## src/rtl/bvs_pkg.sv

```systemverilog
// Shared types and constants for the battery voltage smoother.
// No dependencies; imported by the front end, back end, top level and testbench.
package bvs_pkg;

  // Field widths
  localparam int ADC_W   = 12;
  localparam int MV_W    = 13;
  localparam int PCT_W   = 7;
  localparam int DB_W    = 10;
  localparam int WT_W    = 4;
  localparam int CFG_W   = 13;
  localparam int CFG_A_W = 2;

  // Conversion constants
  localparam int ADC_MAX       = 4095;
  localparam int FULL_SCALE_MV = 6600;
  localparam int PCT_FULL      = 100;
  localparam int WT_FULL       = 10;

  // Block defaults
  localparam int SAMPLES_DEF = 10;
  localparam int QUEUE_DEPTH = 2;

  // Register indexes
  localparam logic [CFG_A_W-1:0] REG_DEADBAND = 2'd0;
  localparam logic [CFG_A_W-1:0] REG_WEIGHT   = 2'd1;
  localparam logic [CFG_A_W-1:0] REG_EMPTY    = 2'd2;
  localparam logic [CFG_A_W-1:0] REG_FULL     = 2'd3;

  // Register reset values
  localparam logic [DB_W-1:0] DEADBAND_RST = 10'd50;
  localparam logic [WT_W-1:0] WEIGHT_RST   = 4'd3;
  localparam logic [MV_W-1:0] EMPTY_RST    = 13'd3000;
  localparam logic [MV_W-1:0] FULL_RST     = 13'd4200;

  // Configuration seen by the back end
  typedef struct packed {
    logic [DB_W-1:0] deadband_mv;
    logic [WT_W-1:0] new_weight_tenths;
    logic [MV_W-1:0] empty_mv;
    logic [MV_W-1:0] full_mv;
  } cfg_t;

endpackage

```

## src/rtl/bvs_fifo.sv

```systemverilog
// Small register queue with full/empty flags.
// Depends on nothing; used between front, back and result ports.
module bvs_fifo #(
  parameter int WIDTH = 16,
  parameter int DEPTH = 2
) (
  input  logic             clk,
  input  logic             rst,
  input  logic             push,
  input  logic [WIDTH-1:0] wdata,
  input  logic             pop,
  output logic [WIDTH-1:0] rdata,
  output logic             full,
  output logic             empty
);

  localparam int PTR_W = (DEPTH > 1) ? $clog2(DEPTH) : 1;
  localparam int CNT_W = $clog2(DEPTH + 1);

  logic [WIDTH-1:0] mem [DEPTH];
  logic [PTR_W-1:0] wr_ptr;
  logic [PTR_W-1:0] rd_ptr;
  logic [CNT_W-1:0] count;
  logic             do_push;
  logic             do_pop;

  assign full    = (count == CNT_W'(DEPTH));
  assign empty   = (count == '0);
  assign do_push = push && !full;
  assign do_pop  = pop && !empty;
  assign rdata   = mem[rd_ptr];

  // Storage
  always_ff @(posedge clk) begin
    if (do_push) begin
      mem[wr_ptr] <= wdata;
    end
  end

  // Pointers and fill level
  always_ff @(posedge clk) begin
    if (rst) begin
      wr_ptr <= '0;
      rd_ptr <= '0;
      count  <= '0;
    end else begin
      if (do_push) begin
        wr_ptr <= (wr_ptr == PTR_W'(DEPTH - 1)) ? '0 : wr_ptr + 1'b1;
      end
      if (do_pop) begin
        rd_ptr <= (rd_ptr == PTR_W'(DEPTH - 1)) ? '0 : rd_ptr + 1'b1;
      end
      if (do_push && !do_pop) begin
        count <= count + 1'b1;
      end else if (do_pop && !do_push) begin
        count <= count - 1'b1;
      end
    end
  end

endmodule

```

## src/rtl/bvs_front.sv

```systemverilog
// Front end: takes ADC samples and sums them per block.
// Depends on bvs_pkg; hands finished block sums to the sum queue.
module bvs_front #(
  parameter int SAMPLES_PER_RESULT = 10,
  parameter int SUM_W = 16
) (
  input  logic                      clk,
  input  logic                      rst,
  input  logic                      push,
  input  logic [bvs_pkg::ADC_W-1:0] adc_sample,
  output logic                      full,
  output logic                      sum_push,
  output logic [SUM_W-1:0]          sum_data,
  input  logic                      sum_full
);
  import bvs_pkg::*;

  localparam int CNT_W = (SAMPLES_PER_RESULT > 1) ? $clog2(SAMPLES_PER_RESULT) : 1;
  localparam logic [CNT_W-1:0] LAST = CNT_W'(SAMPLES_PER_RESULT - 1);

  logic [CNT_W-1:0] sample_count;
  logic [SUM_W-1:0] sample_sum;
  logic [SUM_W-1:0] sum_next;
  logic             last;
  logic             take;

  assign last     = (sample_count == LAST);
  assign full     = last && sum_full;
  assign take     = push && !full;
  assign sum_next = sample_sum + SUM_W'(adc_sample);
  assign sum_push = take && last;
  assign sum_data = sum_next;

  // Block accumulator
  always_ff @(posedge clk) begin
    if (rst) begin
      sample_count <= '0;
      sample_sum   <= '0;
    end else if (take) begin
      if (last) begin
        sample_count <= '0;
        sample_sum   <= '0;
      end else begin
        sample_count <= sample_count + 1'b1;
        sample_sum   <= sum_next;
      end
    end
  end

endmodule

```

## src/rtl/bvs_div.sv

```systemverilog
// Restoring divider, one quotient bit per cycle.
// Depends on nothing; carries out the percent division of the back end.
module bvs_div #(
  parameter int NUM_W = 32,
  parameter int DEN_W = 16
) (
  input  logic             clk,
  input  logic             rst,
  input  logic             start,
  input  logic [NUM_W-1:0] num,
  input  logic [DEN_W-1:0] den,
  output logic             done,
  output logic [NUM_W-1:0] quo
);

  localparam int ITER_W = $clog2(NUM_W + 1);

  logic              busy;
  logic [ITER_W-1:0] iter;
  logic [DEN_W-1:0]  den_r;
  logic [DEN_W-1:0]  rem;
  logic [DEN_W:0]    trial;
  logic              ge;

  assign trial = {rem, quo[NUM_W-1]};
  assign ge    = (trial >= {1'b0, den_r});

  // Control
  always_ff @(posedge clk) begin
    if (rst) begin
      busy <= 1'b0;
      iter <= '0;
      done <= 1'b0;
    end else begin
      done <= 1'b0;
      if (start) begin
        busy <= 1'b1;
        iter <= ITER_W'(NUM_W);
      end else if (busy) begin
        iter <= iter - 1'b1;
        if (iter == ITER_W'(1)) begin
          busy <= 1'b0;
          done <= 1'b1;
        end
      end
    end
  end

  // Datapath: quotient bits shift in as numerator bits shift out
  always_ff @(posedge clk) begin
    if (start) begin
      den_r <= den;
      rem   <= '0;
      quo   <= num;
    end else if (busy) begin
      rem <= ge ? DEN_W'(trial - {1'b0, den_r}) : trial[DEN_W-1:0];
      quo <= {quo[NUM_W-2:0], ge};
    end
  end

endmodule

```

## src/rtl/bvs_back.sv

```systemverilog
// Back end: converts block sums to millivolts, smooths, maps to percent.
// Depends on bvs_pkg and bvs_div.
module bvs_back #(
  parameter int SAMPLES_PER_RESULT = 10,
  parameter int SUM_W = 16,
  parameter int NUM_W = 29,
  parameter int DEN_W = 16
) (
  input  logic                      clk,
  input  logic                      rst,
  input  bvs_pkg::cfg_t             cfg,
  input  logic [SUM_W-1:0]          sum_data,
  input  logic                      sum_empty,
  output logic                      sum_pop,
  input  logic                      res_full,
  output logic                      res_push,
  output logic [bvs_pkg::MV_W-1:0]  res_mv,
  output logic [bvs_pkg::PCT_W-1:0] res_pct
);
  import bvs_pkg::*;

  // Millivolt conversion sum * 6600 / (4095 * N) as multiply and shift;
  // exact for every block sum since (4095 * N)^2 < 2^(2 * SUM_W)
  localparam longint unsigned BLOCK_DEN =
      longint'(ADC_MAX) * longint'(SAMPLES_PER_RESULT);
  localparam int MV_SHIFT  = 2 * SUM_W;
  localparam int MV_RCP_W  = SUM_W + MV_W + 1;
  localparam int MV_PROD_W = SUM_W + MV_RCP_W;
  localparam longint unsigned MV_RCP_VAL =
      ((longint'(FULL_SCALE_MV) << MV_SHIFT) + BLOCK_DEN - 1) / BLOCK_DEN;
  localparam logic [MV_RCP_W-1:0] MV_RCP = MV_RCP_W'(MV_RCP_VAL);

  // Divide by ten of the weighted mix, exact for any 18-bit mix
  localparam int MIX_W      = 18;
  localparam int MIX_SHIFT  = MIX_W + WT_W;
  localparam int MIX_RCP_W  = MIX_W + 1;
  localparam int MIX_PROD_W = MIX_W + MIX_RCP_W;
  localparam logic [MIX_RCP_W-1:0] MIX_RCP =
      MIX_RCP_W'(((longint'(1) << MIX_SHIFT) + WT_FULL - 1) / WT_FULL);

  localparam logic [2:0] S_IDLE = 3'd0;
  localparam logic [2:0] S_MUL  = 3'd1;
  localparam logic [2:0] S_MIX  = 3'd3;
  localparam logic [2:0] S_DIV2 = 3'd4;
  localparam logic [2:0] S_PCT  = 3'd5;
  localparam logic [2:0] S_DIV3 = 3'd6;
  localparam logic [2:0] S_DONE = 3'd7;

  logic [2:0]       state;
  logic [SUM_W-1:0] sum_r;
  logic [NUM_W-1:0] num_r;
  logic [DEN_W-1:0] den_r;
  logic             div_start;
  logic             div_done;
  logic [NUM_W-1:0] quo;
  logic [MV_W-1:0]  new_mv;
  logic [MV_W-1:0]  smoothed;
  logic [PCT_W-1:0] pct;

  logic [MV_W-1:0]       diff;
  logic [WT_W-1:0]       w;
  logic [WT_W-1:0]       w_old;
  logic [MIX_W-1:0]      mix;
  logic [MV_W-1:0]       above;
  logic [MV_W-1:0]       span;
  logic [MV_PROD_W-1:0]  mv_prod;
  logic [MIX_PROD_W-1:0] mix_prod;

  bvs_div #(
    .NUM_W(NUM_W),
    .DEN_W(DEN_W)
  ) u_div (
    .clk  (clk),
    .rst  (rst),
    .start(div_start),
    .num  (num_r),
    .den  (den_r),
    .done (div_done),
    .quo  (quo)
  );

  // Smoothing terms
  always_comb begin
    diff  = (new_mv > smoothed) ? new_mv - smoothed : smoothed - new_mv;
    w     = (cfg.new_weight_tenths > WT_W'(WT_FULL)) ? WT_W'(WT_FULL)
                                                      : cfg.new_weight_tenths;
    w_old = WT_W'(WT_FULL) - w;
    mix   = MIX_W'(w_old) * MIX_W'(smoothed) + MIX_W'(w) * MIX_W'(new_mv);
    above = smoothed - cfg.empty_mv;
    span  = cfg.full_mv - cfg.empty_mv;
  end

  // Reciprocal products
  assign mv_prod  = MV_PROD_W'(sum_r) * MV_PROD_W'(MV_RCP);
  assign mix_prod = MIX_PROD_W'(num_r[MIX_W-1:0]) * MIX_PROD_W'(MIX_RCP);

  assign sum_pop  = (state == S_IDLE) && !sum_empty && !res_full;
  assign res_push = (state == S_DONE);
  assign res_mv   = smoothed;
  assign res_pct  = pct;

  // Sequencer
  always_ff @(posedge clk) begin
    if (rst) begin
      state     <= S_IDLE;
      div_start <= 1'b0;
      smoothed  <= '0;
    end else begin
      div_start <= 1'b0;
      case (state)
        S_IDLE: begin
          if (sum_pop) begin
            sum_r <= sum_data;
            state <= S_MUL;
          end
        end
        S_MUL: begin
          new_mv <= mv_prod[MV_SHIFT +: MV_W];
          state  <= S_MIX;
        end
        S_MIX: begin
          if (diff >= MV_W'(cfg.deadband_mv)) begin
            num_r <= NUM_W'(mix);
            state <= S_DIV2;
          end else begin
            state <= S_PCT;
          end
        end
        // Mix divided by ten
        S_DIV2: begin
          smoothed <= mix_prod[MIX_SHIFT +: MV_W];
          state    <= S_PCT;
        end
        S_PCT: begin
          if (cfg.full_mv <= cfg.empty_mv || smoothed <= cfg.empty_mv) begin
            pct   <= '0;
            state <= S_DONE;
          end else begin
            num_r     <= NUM_W'(above) * NUM_W'(PCT_FULL);
            den_r     <= DEN_W'(span);
            div_start <= 1'b1;
            state     <= S_DIV3;
          end
        end
        S_DIV3: begin
          if (div_done) begin
            pct   <= (quo > NUM_W'(PCT_FULL)) ? PCT_W'(PCT_FULL) : quo[PCT_W-1:0];
            state <= S_DONE;
          end
        end
        S_DONE: begin
          state <= S_IDLE;
        end
        default: begin
          state <= S_IDLE;
        end
      endcase
    end
  end

`ifndef ASSERT_OFF
  a_pct_range: assert property (@(posedge clk) disable iff (rst)
    res_push |-> (res_pct <= PCT_W'(PCT_FULL)))
    else $error("percent above full scale");

  a_mv_range: assert property (@(posedge clk) disable iff (rst)
    res_push |-> (res_mv <= MV_W'(FULL_SCALE_MV)))
    else $error("voltage above full scale");

  a_pop_starts: assert property (@(posedge clk) disable iff (rst)
    sum_pop |=> (state == S_MUL))
    else $error("sum taken without starting conversion");

  a_done_in_div: assert property (@(posedge clk) disable iff (rst)
    div_done |-> (state == S_DIV3))
    else $error("divider finished outside the percent step");
`endif

endmodule

```

## src/rtl/battery_voltage_smoother.sv

```systemverilog
// Battery voltage smoother: top level with configuration registers and queues.
// Depends on bvs_pkg, bvs_front, bvs_fifo, bvs_back.
//
// Accepts one 12-bit ADC sample per cycle while full is low and emits one
// result (smoothed millivolts and charge percent) per block of
// SAMPLES_PER_RESULT samples. The back end turns a block sum into millivolts
// and divides the weighted mix by ten through reciprocal multiplication, and
// runs the percent division on a bit-serial divider of NUM_W =
// clog2(4095*N+1) + 13 steps (29 for N = 10). The back end takes one block
// sum at a time and pops the next only after its result has entered the
// result queue, so for N = 10 a steady back-to-back sample stream stalls the
// input; two-entry queues sit between the sample accumulator and the back end
// and in front of the result ports, and full rises only when a block ends with
// the sum queue full. Configuration writes take effect on the next clock.
module battery_voltage_smoother #(
  parameter int SAMPLES_PER_RESULT = bvs_pkg::SAMPLES_DEF
) (
  input  logic                        clk,
  input  logic                        rst,
  input  logic                        push,
  input  logic [bvs_pkg::ADC_W-1:0]   adc_sample,
  output logic                        full,
  output logic                        empty,
  input  logic                        pop,
  output logic [bvs_pkg::MV_W-1:0]    voltage_mv,
  output logic [bvs_pkg::PCT_W-1:0]   battery_percent,
  input  logic                        cfg_we,
  input  logic [bvs_pkg::CFG_A_W-1:0] cfg_addr,
  input  logic [bvs_pkg::CFG_W-1:0]   cfg_data
);
  import bvs_pkg::*;

  localparam int SUM_W  = $clog2(ADC_MAX * SAMPLES_PER_RESULT + 1);
  localparam int NUM_W  = SUM_W + MV_W;
  localparam int DEN_W  = (SUM_W > MV_W) ? SUM_W : MV_W;
  localparam int RES_W  = MV_W + PCT_W;

  cfg_t             cfg;
  logic             sum_push;
  logic [SUM_W-1:0] sum_wdata;
  logic [SUM_W-1:0] sum_rdata;
  logic             sum_full;
  logic             sum_empty;
  logic             sum_pop;
  logic             res_push;
  logic             res_full;
  logic [MV_W-1:0]  res_mv;
  logic [PCT_W-1:0] res_pct;
  logic [RES_W-1:0] res_rdata;

  // Configuration registers
  always_ff @(posedge clk) begin
    if (rst) begin
      cfg.deadband_mv       <= DEADBAND_RST;
      cfg.new_weight_tenths <= WEIGHT_RST;
      cfg.empty_mv          <= EMPTY_RST;
      cfg.full_mv           <= FULL_RST;
    end else if (cfg_we) begin
      case (cfg_addr)
        REG_DEADBAND: cfg.deadband_mv       <= cfg_data[DB_W-1:0];
        REG_WEIGHT:   cfg.new_weight_tenths <= cfg_data[WT_W-1:0];
        REG_EMPTY:    cfg.empty_mv          <= cfg_data[MV_W-1:0];
        REG_FULL:     cfg.full_mv           <= cfg_data[MV_W-1:0];
        default: begin
        end
      endcase
    end
  end

  bvs_front #(
    .SAMPLES_PER_RESULT(SAMPLES_PER_RESULT),
    .SUM_W             (SUM_W)
  ) u_front (
    .clk       (clk),
    .rst       (rst),
    .push      (push),
    .adc_sample(adc_sample),
    .full      (full),
    .sum_push  (sum_push),
    .sum_data  (sum_wdata),
    .sum_full  (sum_full)
  );

  bvs_fifo #(
    .WIDTH(SUM_W),
    .DEPTH(QUEUE_DEPTH)
  ) u_sum_q (
    .clk  (clk),
    .rst  (rst),
    .push (sum_push),
    .wdata(sum_wdata),
    .pop  (sum_pop),
    .rdata(sum_rdata),
    .full (sum_full),
    .empty(sum_empty)
  );

  bvs_back #(
    .SAMPLES_PER_RESULT(SAMPLES_PER_RESULT),
    .SUM_W             (SUM_W),
    .NUM_W             (NUM_W),
    .DEN_W             (DEN_W)
  ) u_back (
    .clk      (clk),
    .rst      (rst),
    .cfg      (cfg),
    .sum_data (sum_rdata),
    .sum_empty(sum_empty),
    .sum_pop  (sum_pop),
    .res_full (res_full),
    .res_push (res_push),
    .res_mv   (res_mv),
    .res_pct  (res_pct)
  );

  bvs_fifo #(
    .WIDTH(RES_W),
    .DEPTH(QUEUE_DEPTH)
  ) u_res_q (
    .clk  (clk),
    .rst  (rst),
    .push (res_push),
    .wdata({res_mv, res_pct}),
    .pop  (pop),
    .rdata(res_rdata),
    .full (res_full),
    .empty(empty)
  );

  assign voltage_mv      = res_rdata[RES_W-1:PCT_W];
  assign battery_percent = res_rdata[PCT_W-1:0];

endmodule

```

## config.mk

```make
export PLATFORM = sky130hd
export DESIGN_NAME = battery_voltage_smoother
export DESIGN_NICKNAME = d
export VERILOG_FILES = /design/src/rtl/bvs_pkg.sv /design/src/rtl/bvs_fifo.sv /design/src/rtl/bvs_front.sv /design/src/rtl/bvs_div.sv /design/src/rtl/bvs_back.sv /design/src/rtl/battery_voltage_smoother.sv
export SDC_FILE = /design/constraint.sdc
export NUM_CORES = 1
export LEC_CHECK = 0
export BUFFER_PORTS_ARGS = -buffer_cell sky130_fd_sc_hd__clkbuf_2
export CORE_UTILIZATION = 60
export DETAILED_ROUTE_END_ITERATION = 8
export PLACE_DENSITY = 0.77
export SLEW_MARGIN = 20
export SYNTH_ARGS = -nofsm -noshare
export SYNTH_HDL_FRONTEND = slang
export SYNTH_SLANG_ARGS = --single-unit
```

## constraint.sdc

```tcl
create_clock -name clk -period 8.95 [get_ports clk]
set_input_delay 1.79 -clock clk [delete_from_list [all_inputs] [get_ports clk]]
set_output_delay 1.79 -clock clk [all_outputs]
set_load 0.05 [all_outputs]
```

==> metrics <==
Final setup viols=0; Pleak=0.01447 uW; crit path kind=flop to flop; CTS tree=yes; sw frac=45.80%; clock network power share=15.3%; Placed Instances=3,402; P_int=5313 uW; Max clock buf depth=3; ys async rst share=0%; remaining global-route overflow=0; Net Sw Power=4490 uW; met2 wire len=30.75 mm; met3 WL post-DR=3.974 mm; layout cells sized above 1=7.365%; vias in the first global route=20.42k; sequential share of power=18.5%; Max Transition Viols Final=0; ys flop type=edfxtp_1; Core Area=45,770 sq um; clk sinks=292; DIE AREA=47,620 sq um; vias after detailed routing=19.77k; Area Growth Syn to Fin=7.681%; worst hold slack=0.4170 ns; final hold violations=0; EDFF count, synth=183; top post-synthesis cells by area=edfxtp_1 (20%), fa_1 (19%), ha_1 (19%), dfxtp_1 (7.8%), inv_1 (7.0%); Initial Util=61.28%; leading area contributor after synthesis=edfxtp_1; FF+latch count, synth=292; clock buffer count from CTS=34; vias per inst=5.706; Worst setup EP type=flop; Tot Pwr=9803 uW; Reg clk slew, reported paths=0.06 ns; final setup skew=0.02127 ns; synthesized net count=3,503; # Post-CTS Setup Buffers=0; global-route wire length before repair=107.5 mm; Seq. cell area=7680 sq um; H-tree Lvls=2; Placed Area=28,990 sq um; WL/cell=19.19 um; Max Freq=153.4 MHz; startpoint types=flop; area of the multi-input gates=18,190 sq um; gpl congestion=0.9470; post_cts resized=0; min Tclk post-route=6.521 ns; top cell type's share of synthesized area=19.59%; maximum vdd drop=0.3430 mV; largest net degree at the start of global routing=68; post-synthesis sequential area ratio=27.37%; worst min path class=flop to flop; Detail Route Antenna Nets=0; pwr dens=324.5 nW/um^2; Cell variety after synth=86; number of antenna violations at the first check in global routing=0; nets@finish=3,554; Post-CTS Hold Fix Bufs=0; I/O pin count=54; num rows=78; Required @ worst endpoint=9.23 ns; Vert. Die Dim=218.2 um; worst rel slew slack=29.62%; fillcell total=3,558; TritonRoute pass-1 iters=6; measured slew at the worst slew-check pin=1.056 ns; 1st-iter DRT viols=1,505; Worst Path Arrival=6.80 ns; status=finished, final reports clean; period utilization=72.86%; M1 wire length=29.96 mm; unrepaired setup endpoints after global routing=false; Syn Inst Count=2,788; Max-Cap Viols=0; Ant. Diodes=0; Total Routed Length=66.50 mm; Syn Area/Cell=10.06 sq um; Final Non-Filler Cells=3,465; Fin Setup TNS=0 ns; GRT Overall Usage=28.98%; Crit Path Max Fanout=18; Detail Placement HPWL=54.03 mm; # DRC=0; die width=218.2 um; IO buf count=53; Design Area, Final=30,210 sq um; combinational share of power=66.2%; CTS root buffer=clkbuf_16; highest routed layer=met4; yosys warns=0; Clock Latency Late Sink=0.56 ns; synthesized cell area=28,050 sq um
==> layer usage <==
layer  vias to the layer above  GRT usage [%]
li1                       9458              -
met5                         -              0
met1                      9691          40.19
met3                       103          3.827
met2                       521          47.28
met4                         0          8.811
==> critical path, stage by stage (launching register included) <==
cell	delay [ns]
dfxtp_1	0.47
a21oi_1	0.77
inv_1	0.21
ha_1	0.25
xnor2_1	0.15
buf_4	0.22
nor2_1	0.07
fa_1	0.48
inv_1	0.05
fa_1	0.47
inv_1	0.05
fa_1	0.53
inv_1	0.05
fa_1	0.59
inv_1	0.07
ha_1	0.28
a21o_1	0.18
a21oi_1	0.19
nand2b_1	0.15
a21boi_1	0.08
o21ai_0	0.22
a21boi_1	0.14
a21o_1	0.21
a211oi_1	0.25
o22ai_1	0.12
==> power by group through the flow <==
stage | Clock (uW) | Sequential, uW | Combinational [uW]
after floorplan | 0 | 1750 | 4870
after global placement | 0 | 1830 | 6110
after CTS | 1520 | 1810 | 6450
after detailed placement | 0 | 1830 | 6370
final | 1500 | 1810 | 6490
after global routing | 1570 | 1820 | 7330
==> path summary, 6_finish.rpt <==
check	cells past startpoint	endpoint	slack [ns]	from
worst min-delay path	0	u_back.u_div.den_r[1]$_DFFE_PP_	0.42	u_back.den_r[1]$_DFFE_PP_
worst min register to register	0	u_back.u_div.den_r[1]$_DFFE_PP_	0.42	u_back.den_r[1]$_DFFE_PP_
worst max register to register	24	u_back.num_r[13]$_DFFE_PP_	2.43	cfg[29]$_SDFFE_PP0P_
worst max-delay path	24	u_back.num_r[13]$_DFFE_PP_	2.43	cfg[29]$_SDFFE_PP0P_
==> flip-flops by register name, indices dropped and copies added (netlist names), 5 cells and up, named ones only <==
| name | cells |
|---|---|
| u_back.new_mv | 13 |
| cfg | 40 |
| u_sum_q.mem | 32 |
| u_back.res_pct | 7 |
| u_back.u_div.den_r | 13 |
| u_res_q.mem | 40 |
| u_back.u_div.rem | 16 |
| u_back.res_mv | 13 |
| u_front.sample_sum | 16 |
| u_back.u_div.iter | 5 |
| u_back.sum_r | 16 |
| u_back.den_r | 13 |
| u_back.u_div.quo | 29 |
| u_back.num_r | 20 |
==> cell families (layout without fill, tap and decap cells) <==
kind of cell,after synthesis,count (layout),synth area share (%)
fa+ha+maj,683,683,37.50
simple gates,602,602,10.55
flops,292,292,27.37
mux,78,78,3.042
xor+xnor,121,121,3.778
buf+inv,583,660,7.855
compound gates,429,429,9.902
==> metrics by stage <==
stage               util [%]  worst slack [ns]
global placement       63.33             2.535
detailed placement     63.33             2.341
floorplan                  -             3.148
CTS                    65.95             2.335
finish                 65.99             2.429
global route           65.99             1.989
==> synthesized netlist by cell type, types with 11 or more instances <==
master	instances
a211oi_1	27
a21o_1	43
a21oi_1	151
a22oi_1	12
a31oi_1	14
and2_1	47
and3_1	35
clkbuf_1	43
dfxtp_1	109
edfxtp_1	183
fa_1	263
ha_1	420
inv_1	523
mux2_2	52
mux2i_1	23
nand2_1	157
nand2b_1	18
nand3_1	37
nand4_1	18
nor2_1	161
nor2b_1	30
nor3_1	38
o211ai_1	19
o21a_1	16
o21ai_0	39
o21ai_1	27
o21bai_1	13
or3_1	11
xnor2_1	68
xor2_1	53
==> placed cells by master, fill, tap and decap left out, types with 14 or more instances in the layout <==
| cell | synthesis | routed |
|---|---|---|
| a211oi_1 | 27 | 27 |
| a21o_1 | 43 | 43 |
| a21oi_1 | 151 | 151 |
| a31oi_1 | 14 | 14 |
| and2_1 | 47 | 47 |
| and3_1 | 35 | 35 |
| buf_4 | 1 | 18 |
| clkbuf_16 | 0 | 35 |
| clkbuf_2 | 0 | 52 |
| dfxtp_1 | 109 | 107 |
| edfxtp_1 | 183 | 183 |
| fa_1 | 263 | 263 |
| ha_1 | 420 | 420 |
| inv_1 | 523 | 522 |
| mux2_2 | 52 | 52 |
| mux2i_1 | 23 | 23 |
| nand2_1 | 157 | 157 |
| nand2b_1 | 18 | 18 |
| nand3_1 | 37 | 37 |
| nand4_1 | 18 | 18 |
| nor2_1 | 161 | 159 |
| nor2b_1 | 30 | 29 |
| nor3_1 | 38 | 36 |
| o211ai_1 | 19 | 19 |
| o21a_1 | 16 | 16 |
| o21ai_0 | 39 | 38 |
| o21ai_1 | 27 | 28 |
| xnor2_1 | 68 | 68 |
| xor2_1 | 53 | 53 |
==> final cells by class <==
cell class,count,share of cell area (%)
multi-input combinational,1913,60.21
sequential,292,25.43
inverter,526,6.537
clock buffer,40,2.995
tap,600,2.485
timing repair buffer,72,1.363
clock inverter,22,0.9817
No activity file was read; power rests on OpenSTA's default activity.
